<file path="src/rtl/pn2d_ram.sv">
// ----------------------------------------------------------------------------
// pn2d_ram: generic single-write, single-read RAM
// One write port and one read port with registered read data.
// ----------------------------------------------------------------------------
`default_nettype none

module pn2d_ram #(
    parameter int WIDTH = 8,
    parameter int DEPTH = 256
) (
    input  wire logic                     clk,
    input  wire logic                     we,
    input  wire logic [$clog2(DEPTH)-1:0] waddr,
    input  wire logic [WIDTH-1:0]         wdata,
    input  wire logic                     re,
    input  wire logic [$clog2(DEPTH)-1:0] raddr,
    output logic      [WIDTH-1:0]         rdata
);

    logic [WIDTH-1:0] mem [DEPTH];

    // Write port.
    always_ff @(posedge clk)
    begin
        if (we)
        begin
            mem[waddr] <= wdata;
        end
    end

    // Registered read port.
    always_ff @(posedge clk)
    begin
        if (re)
        begin
            rdata <= mem[raddr];
        end
    end

endmodule

`default_nettype wire

</file>
<file path="config.mk">
export PLATFORM = sky130hd
export DESIGN_NAME = pn2d_ram
export DESIGN_NICKNAME = d
export VERILOG_FILES = /design/src/rtl/pn2d_ram.sv
export SDC_FILE = /design/constraint.sdc
export NUM_CORES = 2
export LEC_CHECK = 0
export BUFFER_PORTS_ARGS = -buffer_cell sky130_fd_sc_hd__clkbuf_2
export CORE_MARGIN = 2
export CORE_UTILIZATION = 63
export DETAILED_ROUTE_END_ITERATION = 12
export GPL_TIMING_DRIVEN = 0
export HOLD_SLACK_MARGIN = 0.15
export PLACE_DENSITY = 0.79
export REMOVE_ABC_BUFFERS = 1
export SYNTH_ARGS = -nofsm -noshare
export SYNTH_HDL_FRONTEND = slang
export SYNTH_SLANG_ARGS = --single-unit
</file>
<file path="constraint.sdc">
create_clock -name clk -period 3.3 [get_ports clk]
set_input_delay 0.66 -clock clk [delete_from_list [all_inputs] [get_ports clk]]
set_output_delay 0.66 -clock clk [all_outputs]
set_load 0.02 [all_outputs]
</file>
==> Word-level counts from Yosys, hierarchy flattened <==
Memory sizes are Yosys's and may differ from the RTL's. A register that Yosys moved wholly into a read port is not among the register bits.
Index checks and enable logic that the tools add are counted.
{ "word_totals": {"register_bits": 0, "latchBits": 0, "ram_bits": 2048, "romBits": 0, "input_bits": 27, "out_inout_bits": 8, "word_cells": 3, "mem_count": 1} }
{ "memory_table": {"columns": ["name", "words", "width", "read_ports", "rd_ports_with_merged_regs", "wr", "line", "source"], "rows": [
  ["mem", 256, 8, 1, 1, 1, "20", "logic [WIDTH-1:0] mem [DEPTH];"]
]} }
{ "classes": {"add_sub_neg": 0, "n_mul": 0, "div": 0, "n_lt_le_gt_ge": 0, "n_eq_ne": 0, "shift": 0, "n_mux": 2, "n_bitwise": 0, "n_reduce_logical": 0} }
{ "ops": {"columns": ["op", "n"], "rows": [
  ["2-to-1 mux 1 bit", 2]
]} }

==> Depth between registers and ports, before layout <==
{ "depth": {"depth_word": 2, "depth_mapped": 11, "depth_no_buf": 6} }

==> Worst setup path after synthesis <==
No wires, ideal clock.
{ "synth_timing": {"kind": "in2reg", "startpoint": "input port raddr[0]", "endpoint": "register rdata[2], read port of mem, data pin", "setup_ns": 0.269, "t_arrival_ns": 2.467, "required_time_ns": 3.031, "slack_ns": 0.564, "stages": 9, "path_buffers": 4, "path_cell_list": "buf_6 -> buf_12 -> buf_8 -> buf_2 -> mux4_2 -> a22oi_1 -> a21oi_1 -> nor4_1 -> nor4_2"} }
{ "synth_rtl": {"columns": ["element", "line", "source"], "rows": [
  ["start, declared", "16", "input wire logic [$clog2(DEPTH)-1:0] raddr,"],
  ["end, declared", "17", "output logic [WIDTH-1:0] rdata"]
]} }

==> out/metrics.cfg <==
[sta]
min_period_ns=3.415
drv_slew=0
final_hold_viol_count=0
final-setup-viol-count=6
finalClockSkew_ns=0.03718
finalSetupTns_ns=-0.3242
fin_ws_ns=-0.1147
worst_slew_pin_slew_ns=1.202
fin_crit_sh_pct=103.5
slew_headroom_pct=19.83
fmax_ghz=0.2929

[grt]
grt.total_usage_pct=32.84
gr-total-overflow=0
grt_pass1_wl_um=300000
grt.met1_usage_pct=42.71
grt_use_met2_pct=51.66
top_usage_layer=met2
grt_pass1_vias=41510
antenna_found_initial=13
use_met3_pct=8.798
grt_start_max_net_pins=145

[synthesis]
postSynthAreaPerCell_um2=21.33
synth_most_common_cell=edfxtp_1
yosysTopAreaCellShare_pct=77.53
yosysSeqAreaShare_pct=77.53
synth_cells=3733
synth_flop_cell=edfxtp_1
synth_warnings=0
yosys-top-cells-count=edfxtp_1, mux4_2, nor2_1
netlist_area_um2=79640
synth_area_leaders=edfxtp_1, mux4_2, mux2i_1
synth.largest_area_cell=edfxtp_1
synthArstFlopShare_pct=0
ys_types=54
synth_edf_count=2056
synth-seq-cells=2056

[routing]
viasPerCell=7.470
drt-initial-drc-count=7403
wl_per_cell_um=39.15
vias=41970
routed_wl_um=219900
drtAntennaViolNets=0
post-route-drc-count=0
dr.pass1.iters=8

[floorplanning]
rows=130
die_x_um=359.5
core_area_um2=125600
fp.dieH_um=359.5
pin_count=35
die_area_um2=129300
floorplan.initialDensity_pct=63.42

[clocking]
clock_sinks=2056
clk_latency_ns=0.86
cts_root_buf=clkbuf_16
numCtsBuffers=191
cts_max_level=4
cts_tree=built
clk_pin_slew_worst_paths_ns=0.06
cts_buffer_depth=3
cts_hold_buf=0

[critical_path]
endpoint_kind=flip-flop
cp.required_ns=3.89
cp_cell_sequence=clkbuf_8, buf_16, clkinv_4, mux4_2, nor2_1, a2111oi_2, nor3_1, nor4_4
critical_path.max_stage_delay_ns=0.74
arrival_ns=4.00
path_max_fanout=31
criticalPathCategory=in -> reg
start_kind=input port
slowest_stage=a2111oi_2

[placed_design]
globalplace.congestion=0.8457
place_ws_ns=-2.317
dp_cells=5235
dpl_cell_area_um2=81790
place.port_buffers=34
dp_hpwl_um=109200

[power]
cellLeakagePower_nw=27.43
p_seq_share_pct=53.5
power_switching_mw=11.97
cellPowerDensity_nw_per_um2=605.0
swShare_pct=22.22
power.total_mw=53.86
pwr-share-comb_pct=5.4
p_int_mw=41.89
ir_drop_uv=495.4
clockPowerShare_pct=41.1

[flow_run]
maxCapViolCount=0

[final_layout]
nets=3830
fin_area_um2=89020
drive_gt1_share_pct=22.78
post_layout_nonfiller_instances=5618
syn_to_final_growth_pct=11.78

[outcome]
status=complete, but fails checks
violations=setup timing

[hold_path]
hp-class=in -> reg

-- routing by layer --
| metal | share of wire, % | wire (µm) |
|---|---|---|
| met2 | 48 | 105300 |
| met5 | 0.044 | 96 |
| met1 | 32 | 71020 |
| met4 | 6.8 | 14910 |
| met3 | 13 | 28580 |
-- registers in the layout (all words and copies together) (netlist names) --
signal  cells
rdata       8
mem      2048
-- area by class of cell --
type,instances,area [µm²]
Tap cell,1650,2064
Fill cell,6766,36550
Clock buffer,231,4951
Clock inverter,119,1184
Sequential cell,2056,61740
Inverter,2,12.51
Timing Repair Buffer,110,2073
Multi-Input combinational cell,1442,16980
Antenna cell,8,20.02
-- cells by family after synthesis --
| group | synth area share (%) |
|---|---|
| AO/OA/AOI/OAI | 3.416 |
| buffers and inverters | 1.829 |
| flip-flops | 77.53 |
| multiplexers | 14.60 |
| AND/OR/NAND/NOR | 2.625 |
-- power groups by stage --
stage | Clock (mW) | Combinational, mW | Sequential [mW]
2_1_floorplan | 0 | 1.01 | 29.4
3_3_place_gp | 0 | 3.43 | 29.5
3_5_place_dp | 0 | 2.52 | 29.4
4_1_cts | 21.9 | 2.73 | 28.8
5_1_grt | 22.9 | 2.98 | 28.8
6_report | 22.1 | 2.92 | 28.8
-- critical path: cells and delay by family --
kind                   cells  cell delay [ns]
and+or+nand+nor            3             0.86
buffers and inverters      3             1.09
muxes                      1             0.55
AOI/OAI and AO/OA          1             0.74
-- per-stage QoR --
step	utilization [%]	hold slack (ns)
CTS	70.62	0.2473
finish	70.89	0.2924
floorplan	-	0.7589
global route	70.88	0.2830
detailed placement	65.14	1.109
global placement	64.05	1.093
-- cells in the final DEF, fill, tap and decap left out, drive strengths merged, types with 4 or more instances in the layout --
cell type  Yosys  final
buf          122     58
a22o           8      8
diode          0      8
o221ai        47     47
bufinv         0     17
bufbuf         0     11
mux4         456    456
clkbuf       111    272
edfxtp      2056   2056
nand2         33     33
a21oi         96     96
nand3         34     34
nand4         10     10
o21ai         12     12
clkinv         1     88
o211ai        10     10
nor2b         31     31
inv            1      9
nor4          27     27
clkinvlp       0      7
nor3          22     22
o22ai         28     28
and2           6      6
nor2         282    282
or2            4      4
nand2b         8      8
a22oi        133    133
a221oi        14     14
a2111oi        5      5
a211oi        16     16
o22a           5      5
mux2i        134    134
o32ai          5      5
-- final timing paths --
path              cells after the start       end  slack (ns)         from
setup reg to reg                      6  rdata[1]        0.35  mem[136][1]
setup / recovery                      8  rdata[1]       -0.11     raddr[2]
hold / removal                        1  rdata[0]        0.29           re
hold reg to reg                       6  rdata[2]        1.20   mem[54][2]
-- what timing repair did --
action | 4_1_cts | 5_1_grt
gates resized for setup | 51 | 21
endpoints found under the setup margin | 8 | 8
cloned | 13 | 7
setup buffers | 3 | 2
hold endpoints to repair | 0 | 0
pin swaps | 1 | 8
Note: power is estimated with default switching activity, not from simulation.
